--- src/rtl/core/flpa_pkg.sv ---
// flpa_pkg: shared types and constants of the free-list page allocator
// used by flpa_ctrl, flpa_dp and free_list_page_allocator_core; no dependencies
`default_nettype none

package flpa_pkg;

    localparam int NUM_PAGES  = 1024;
    localparam int PAGE_SHIFT = 12;

    localparam int ADDR_W     = 32;
    localparam int FP_W       = ADDR_W + 1;            // first page may round up to 2^32
    localparam int PAGE_IDX_W = $clog2(NUM_PAGES);
    localparam int LIM_W      = $clog2(NUM_PAGES + 1);
    localparam int CNT_W      = FP_W - PAGE_SHIFT;
    localparam int CFG_IDX_W  = 1;

    localparam logic [FP_W-1:0] PAGE_MASK = FP_W'((64'd1 << PAGE_SHIFT) - 64'd1);

    // item kinds
    localparam logic [1:0] KIND_ALLOC = 2'd0;
    localparam logic [1:0] KIND_FREE  = 2'd1;
    localparam logic [1:0] KIND_INIT  = 2'd2;

    // result status codes
    localparam logic [1:0] ST_OK    = 2'd0;
    localparam logic [1:0] ST_EMPTY = 2'd1;
    localparam logic [1:0] ST_ERROR = 2'd2;

    // configuration register indexes
    localparam logic [CFG_IDX_W-1:0] REG_REGION_BASE = 1'b0;
    localparam logic [CFG_IDX_W-1:0] REG_REGION_TOP  = 1'b1;

    typedef struct packed {
        logic [1:0]        kind;
        logic [ADDR_W-1:0] page_address;
    } t_req;

    typedef struct packed {
        logic [ADDR_W-1:0] granted_address;
        logic [1:0]        status;
    } t_rsp;

    typedef struct packed {
        logic [PAGE_IDX_W-1:0] next;
        logic                  last;
    } t_link;

    // controller to datapath
    typedef struct packed {
        logic capture;
        logic eval;
        logic init_step;
        logic finish;
    } t_cmd;

    // datapath to controller
    typedef struct packed {
        logic [1:0] kind;
        logic       init_go;
        logic       init_last;
    } t_sts;

endpackage

`default_nettype wire

--- src/rtl/core/flpa_ctrl.sv ---
// flpa_ctrl: sequencing state machine of the page allocator
// depends on flpa_pkg
`default_nettype none

module flpa_ctrl (
    input  wire logic          i_clk,
    input  wire logic          i_rst_n,
    input  wire logic          start,
    output logic               busy,
    input  wire flpa_pkg::t_sts i_sts,
    output flpa_pkg::t_cmd     o_cmd
);
    import flpa_pkg::*;

    localparam logic [1:0] S_IDLE = 2'd0;
    localparam logic [1:0] S_EVAL = 2'd1;
    localparam logic [1:0] S_INIT = 2'd2;

    logic [1:0] r_state;
    logic [1:0] n_state;
    logic       init_walk;

    assign init_walk = (i_sts.kind == KIND_INIT) && i_sts.init_go;

    always_comb begin
        n_state       = r_state;
        o_cmd         = '0;
        case (r_state)
            S_IDLE: begin
                if (start) begin
                    o_cmd.capture = 1'b1;
                    n_state       = S_EVAL;
                end
            end
            S_EVAL: begin
                o_cmd.eval = 1'b1;
                if (init_walk) begin
                    n_state = S_INIT;
                end else begin
                    o_cmd.finish = 1'b1;
                    n_state      = S_IDLE;
                end
            end
            S_INIT: begin
                o_cmd.init_step = 1'b1;
                if (i_sts.init_last) begin
                    o_cmd.finish = 1'b1;
                    n_state      = S_IDLE;
                end
            end
            default: begin
                n_state = S_IDLE;
            end
        endcase
    end

    always_ff @(posedge i_clk) begin
        if (!i_rst_n) begin
            r_state <= S_IDLE;
        end else begin
            r_state <= n_state;
        end
    end

    assign busy = (r_state != S_IDLE);

endmodule

`default_nettype wire

--- config.mk ---
export PLATFORM = sky130hd
export DESIGN_NAME = flpa_ctrl
export DESIGN_NICKNAME = d
export VERILOG_FILES = /design/src/rtl/core/flpa_pkg.sv /design/src/rtl/core/flpa_ctrl.sv
export SDC_FILE = /design/constraint.sdc
export NUM_CORES = 1
export LEC_CHECK = 0
export BUFFER_PORTS_ARGS = -buffer_cell sky130_fd_sc_hd__clkbuf_2
export CAP_MARGIN = 10
export CORE_AREA = 4 4 41 43
export DETAILED_ROUTE_END_ITERATION = 8
export DIE_AREA = 0 0 45 47
export PLACE_DENSITY_LB_ADDON = 0.3
export SLEW_MARGIN = 30
export SYNTH_ARGS = -nofsm -noshare
export SYNTH_HDL_FRONTEND = slang
export SYNTH_SLANG_ARGS = --single-unit
--- constraint.sdc ---
create_clock -name i_clk -period 2 [get_ports i_clk]
set_clock_uncertainty 0.1 [all_clocks]
set_input_delay 0.4 -clock i_clk [delete_from_list [all_inputs] [get_ports i_clk]]
set_output_delay 0.4 -clock i_clk [all_outputs]
set_load 0.03 [all_outputs]
==> results.yml, run 1 <==
run_status:
  status: "finished, final reports clean"
sta:
  fin_crit_ps: 1809
  whs_ps: 333.0
  rsz0062_at_grt: "no"
  setup_viol: 0
  finalHoldViolCount: 0
  fmax_mhz: 552.8
  tns_ps: 0
  timing.final.ws_setup_ps: 190.9
  drv_slew: 0
  period_share_pct: 90.45
  worst_pin_slew_ps: 175.6
  relSlewSlack_pct: 88.34
setup_path:
  arrival_ps: 1310
  critPathCaptureType: "output pin"
  worstSetupStartpointType: "register"
  crit_slowest_cell: "dfxtp_1"
  crit_chain: "inv_1 > ha_1 > a21boi_1 > clkbuf_2"
  crit_type: "register to output pin"
  crit_buf_inv: 2
  cp_top_family: "flip-flops"
  worst_ep_required_time_ps: 1500
  slowest_delay_ps: 340
  cp_max_fo: 3
yosys:
  synthTopCellsByArea: "ha_1 25%, dfxtp_1 20%, a21boi_1 11%"
  ys_warn_count: 0
  yosysTopAreaCellShare_pct: 25.00
  ys_seq_area_share_pct: 20.00
  synth-seq-cells: 2
  yosysUniqueCellTypes: 13
  syn-cell-area_um2: 200.2
  synth_common_cells: "4 x ha_1, 3 x a21boi_1, 3 x inv_1"
  async_reset_ff_share_pct: 0
  yosysTopAreaCell: "ha_1"
  ys.flop_type: "dfxtp_1"
  synth-edff-count: 0
  yosysMostFrequentCell: "ha_1"
  synthCells: 23
  syn_area_per_cell_um2: 8.704
  synth_nets: 34
floorplanning:
  core_area_mm2: 0.001301
  fp-row-count: 13
  die_y_um: 47
  initial_utilization_pct: 15.38
  dieArea_mm2: 0.002115
  ios: 12
  fp.dieW_um: 45
routing:
  dr.pass1.iters: 4
  drc: 0
  routed_wirelength_um: 459
  vias: 193
  drtAntennaViolNets: 0
  viasPerCell: 3.712
  dr.first_iter.drc_count: 3
  post_drt_wl_per_cell_um: 8.827
grt:
  track_usage_pct: 4.890
  grt_pass1_vias: 164
  top_usage_layer: "met1"
  grt_first_pass_wirelength_um: 703
  grt_use_met1_pct: 7.466
  use_met2_pct: 4.520
  grt.overflow.total: 0
  grt_max_degree: 5
  antenna_found_initial: 0
  met3_usage_pct: 1.533
power_and_ir_drop:
  p_switching_uw: 58.47
  intPower_uw: 131.8
  p_leak_uw: 0.0001438
  vdd_drop_max_mv: 0.2016
  seq_power_share_pct: 23.6
  power_density_mw_per_mm2: 641.6
  sw_frac_of_total_pct: 30.73
  combPwrFrac_pct: 30.6
  pwr-share-clk_pct: 45.8
finish:
  regMostFlops: "r_state"
  largest_reg_flops: 2
  design_area_um2: 296.5
  seq_area_um2: 40.04
  num-nets-final: 50
  final.fill_count: 148
  drive_above_1_share_pct: 45.95
  syn_to_final_growth_pct: 48.12
  multi_input_area_um2: 148.9
  antenna-diode-count: 0
  final_core_util_pct: 22.79
  top_regs: "r_state (2)"
placement:
  portBuffers: 11
  place_ws_ps: 425.4
  gp_congestion: 0.6238
  hpwl_um: 380.5
  post_dp_cell_area_um2: 274.0
worst_hold_path:
  hp-class: "input port to register"
clocking:
  htree_levels: 1
  clock-root-buffer: "clkbuf_4"
  cts.sinks: 2
  postCtsSetupBuffers: 0
  cts_buffers: 3
  hold_buffers: 0
  insertion_delay_ps: 220
  path_clk_slew_ps: 30
  cts_tree: "built"
  ctsResizeCount: 0
  clock_path_buffers: 2
flow_run:
  maxCapViolCount: 0
-- kinds of logic (layout without fill, tap and decap cells) --
group           Yosys count  in the layout  share of synthesized area (%)
compound gates            6              6                          18.75
flops                     2              2                          20.00
fa+ha+maj                 4              4                          25.00
buf+inv                   3             17                          5.625
simple gates              8              8                          30.63
-- power by group through the flow --
| stage | registers, µW | clock network (µW) | logic, µW |
|---|---|---|---|
| after detailed placement | 45.4 | 0 | 58.1 |
| after floorplan | 44.8 | 0 | 40.1 |
| after CTS | 44.9 | 94.0 | 59.0 |
| final | 44.9 | 87.2 | 58.2 |
| after global routing | 45.0 | 96.6 | 64.3 |
| after global placement | 45.1 | 0 | 59.0 |
-- final timing paths --
path | from | to | slack [ps] | cells past startpoint
worst min-delay path | i_rst_n | r_state[0] | 330 | 2
worst max register to register | r_state[0] | r_state[1] | 480 | 5
worst min register to register | r_state[0] | r_state[0] | 400 | 2
worst max-delay path | r_state[0] | o_cmd[0] | 190 | 4
-- layout make-up --
cell class	count	area share, %
Timing Repair Buffer	11	18.57
Clock buffer	3	7.595
Sequential cell	2	13.50
Multi-Input combinational cell	18	50.21
Tap cell	15	6.329
Inverter	3	3.797
-- placed cells by master (no fill, tap or decap) --
cell	n
dfxtp_1	2
nor2b_2	1
or3b_1	1
o21ai_1	2
nand4b_1	1
o21ai_0	1
clkbuf_2	11
nand2_1	2
nor2b_4	1
inv_1	3
a21boi_1	3
or3_1	1
ha_1	4
and2_2	1
clkbuf_4	3
-- layer usage --
| metal | vias to the layer above | part of all wire, % |
|---|---|---|
| met3 | 0 | 16 |
| li1 | 105 | - |
| met4 | 0 | 0 |
| met2 | 12 | 33 |
| met1 | 76 | 51 |
| met5 | - | 0 |
-- per-stage QoR --
step,power (µW),cells
floorplan,84.84,23
global placement,104.0,49
detailed placement,103.5,49
CTS,197.8,52
global route,205.9,52
finish,190.2,52
-- worst register-to-register path, stage by stage (launching register included) --
cell      delay, ps
dfxtp_1         340
inv_1            90
ha_1            220
nor2b_2         180
or3_1           370
a21boi_1        150
(Power assumes the default switching activity.)
==> run 2, diff against run 1 <==
Settings changed: BUFFER_PORTS_ARGS -buffer_cell sky130_fd_sc_hd__clkbuf_2 to -buffer_cell sky130_fd_sc_hd__buf_2, CELL_PAD_IN_SITES_DETAIL_PLACEMENT set to 1, CELL_PAD_IN_SITES_GLOBAL_PLACEMENT set to 2.
==> run 2 against run 1 <==
First-iteration DRC count shrank 100%. Global-route usage grew 1.1 points. Die area is the same. Sequential share of layout area is the same. Sequential cell count is the same. Combinational power is essentially flat. Cell count is the same. Routed wire length grew 7.2%. Maximum frequency grew 0.72%. Total power grew 1.2%. Via count grew 7.3%. Critical path depth is the same. Largest power group unchanged.
==> results.yml, run 2 (synthesized netlist as in run 1, its figures left out) <==
grt:
  grt_max_degree: 5
  grt_pass1_vias: 236
  track_usage_pct: 5.989
  antenna_found_initial: 0
  grt_first_pass_wirelength_um: 841
  grt.overflow.total: 0
clocking:
  path_clk_slew_ps: 30
  htree_levels: 1
  hold_buffers: 0
  ctsResizeCount: 0
  clock_path_buffers: 2
  postCtsSetupBuffers: 0
  insertion_delay_ps: 220
  cts_buffers: 3
  clock-root-buffer: "clkbuf_4"
  cts_tree: "built"
  cts.sinks: 2
run_status:
  status: "finished, final reports clean"
placement:
  hpwl_um: 417.5
  place_ws_ps: 426.9
  placed_cells: 49
  portBuffers: 11
  gp_congestion: 0.5884
sta:
  drv_slew: 0
  fmax_mhz: 556.8
  setup_viol: 0
  finalHoldViolCount: 0
  period_share_pct: 89.80
  rsz0062_at_grt: "no"
  worst_pin_slew_ps: 146.0
  tns_ps: 0
  fin_crit_ps: 1796
  timing.final.ws_setup_ps: 203.9
  relSlewSlack_pct: 90.16
setup_path:
  worstSetupStartpointType: "register"
  worst_ep_required_time_ps: 1500
  critPathCaptureType: "output pin"
  rr_worst_depth: 5
  worstReg2RegStart: "r_state[0]"
  cp_max_fo: 3
  crit_type: "register to output pin"
  rr_endpoint: "r_state[1]"
  arrival_ps: 1300
  rrSetupSlack_ps: 520
routing:
  routed_wirelength_um: 492
  drc: 0
  dr.pass1.iters: 1
  dr.first_iter.drc_count: 0
  drtAntennaViolNets: 0
  viasPerCell: 3.981
  post_drt_wl_per_cell_um: 9.462
  vias: 207
finish:
  top_regs: "r_state (2)"
  syn_to_final_growth_pct: 48.12
  drive_above_1_share_pct: 45.95
  regMostFlops: "r_state"
  antenna-diode-count: 0
  final_common_cell: "buf_2"
  largest_reg_flops: 2
  layout.cells.most_common_list: "11 x buf_2, 4 x ha_1, 3 x inv_1, 3 x a21boi_1, 3 x clkbuf_4"
  final_cells: 52
  num-nets-final: 50
flow_run:
  maxCapViolCount: 0
floorplanning:
  fp-row-count: 13
  ios: 12
  initial_utilization_pct: 15.38
  core_area_mm2: 0.001301
  dieArea_mm2: 0.002115
  die_y_um: 47
  fp.dieW_um: 45
power_and_ir_drop:
  vdd_drop_max_mv: 0.2749
  power_density_mw_per_mm2: 649.1
  p_leak_uw: 0.0001450
worst_hold_path:
  hold_end: "r_state[1]"
  hp-class: "input port to register"
  min_path_cells: 2
  min-delay-start: "i_rst_n"
-- run 2: worst max-delay path, cell delays in order, from the launching register on --
cell      delay (ps)
dfxtp_1          340
inv_1             80
ha_1             280
a21boi_1         150
buf_2            210
-- run 2: metal layers --
layer | part of all wire [%] | track usage, % | vias to the layer above
li1 | - | - | 106
met2 | 53 | 9.322 | 5
met1 | 40 | 5.418 | 96
met4 | 0 | 8.772 | 0
met5 | 0 | 0 | -
met3 | 6.5 | 1.533 | 0
-- run 2: area by class of cell --
type | instances | area (µm²)
fillers | 163 | 1005
multi-input cells | 18 | 148.9
repair buffers | 11 | 55.05
flip-flops and latches | 2 | 40.04
clock buffers | 3 | 22.52
well taps | 15 | 18.77
inverters | 3 | 11.26
-- run 2: metrics by stage --
step / cell area [µm²] / utilization [%] / hold WS [ps] / total power (µW)
after CTS: 296.5 / 22.79 / 326.7 / 201.8
after global routing: 296.5 / 22.79 / 332.3 / 208.5
after floorplan: 200.2 / - / 369.5 / 84.84
final: 296.5 / 22.79 / 333.6 / 192.5
after global placement: 274.0 / 21.06 / 395.3 / 104.1
after detailed placement: 274.0 / 21.06 / 401.8 / 104.6
-- run 2: worst max-delay path by stage --
stage | start | end | slack (ps)
final | r_state[0] | o_cmd[0] | 200
after global routing | r_state[0] | o_cmd[0] | 130
after CTS | r_state[1] | o_cmd[0] | 180
after detailed placement | r_state[0] | o_cmd[0] | 430
after global placement | r_state[1] | o_cmd[0] | 470
after floorplan | r_state[1] | o_cmd[0] | 140
-- run 2: power breakdown --
part           switching [µW]  total, µW  internal [µW]
registers                2.00       44.9           42.9
clock network            23.2       89.4           66.2
logic                    35.1       58.2           23.0
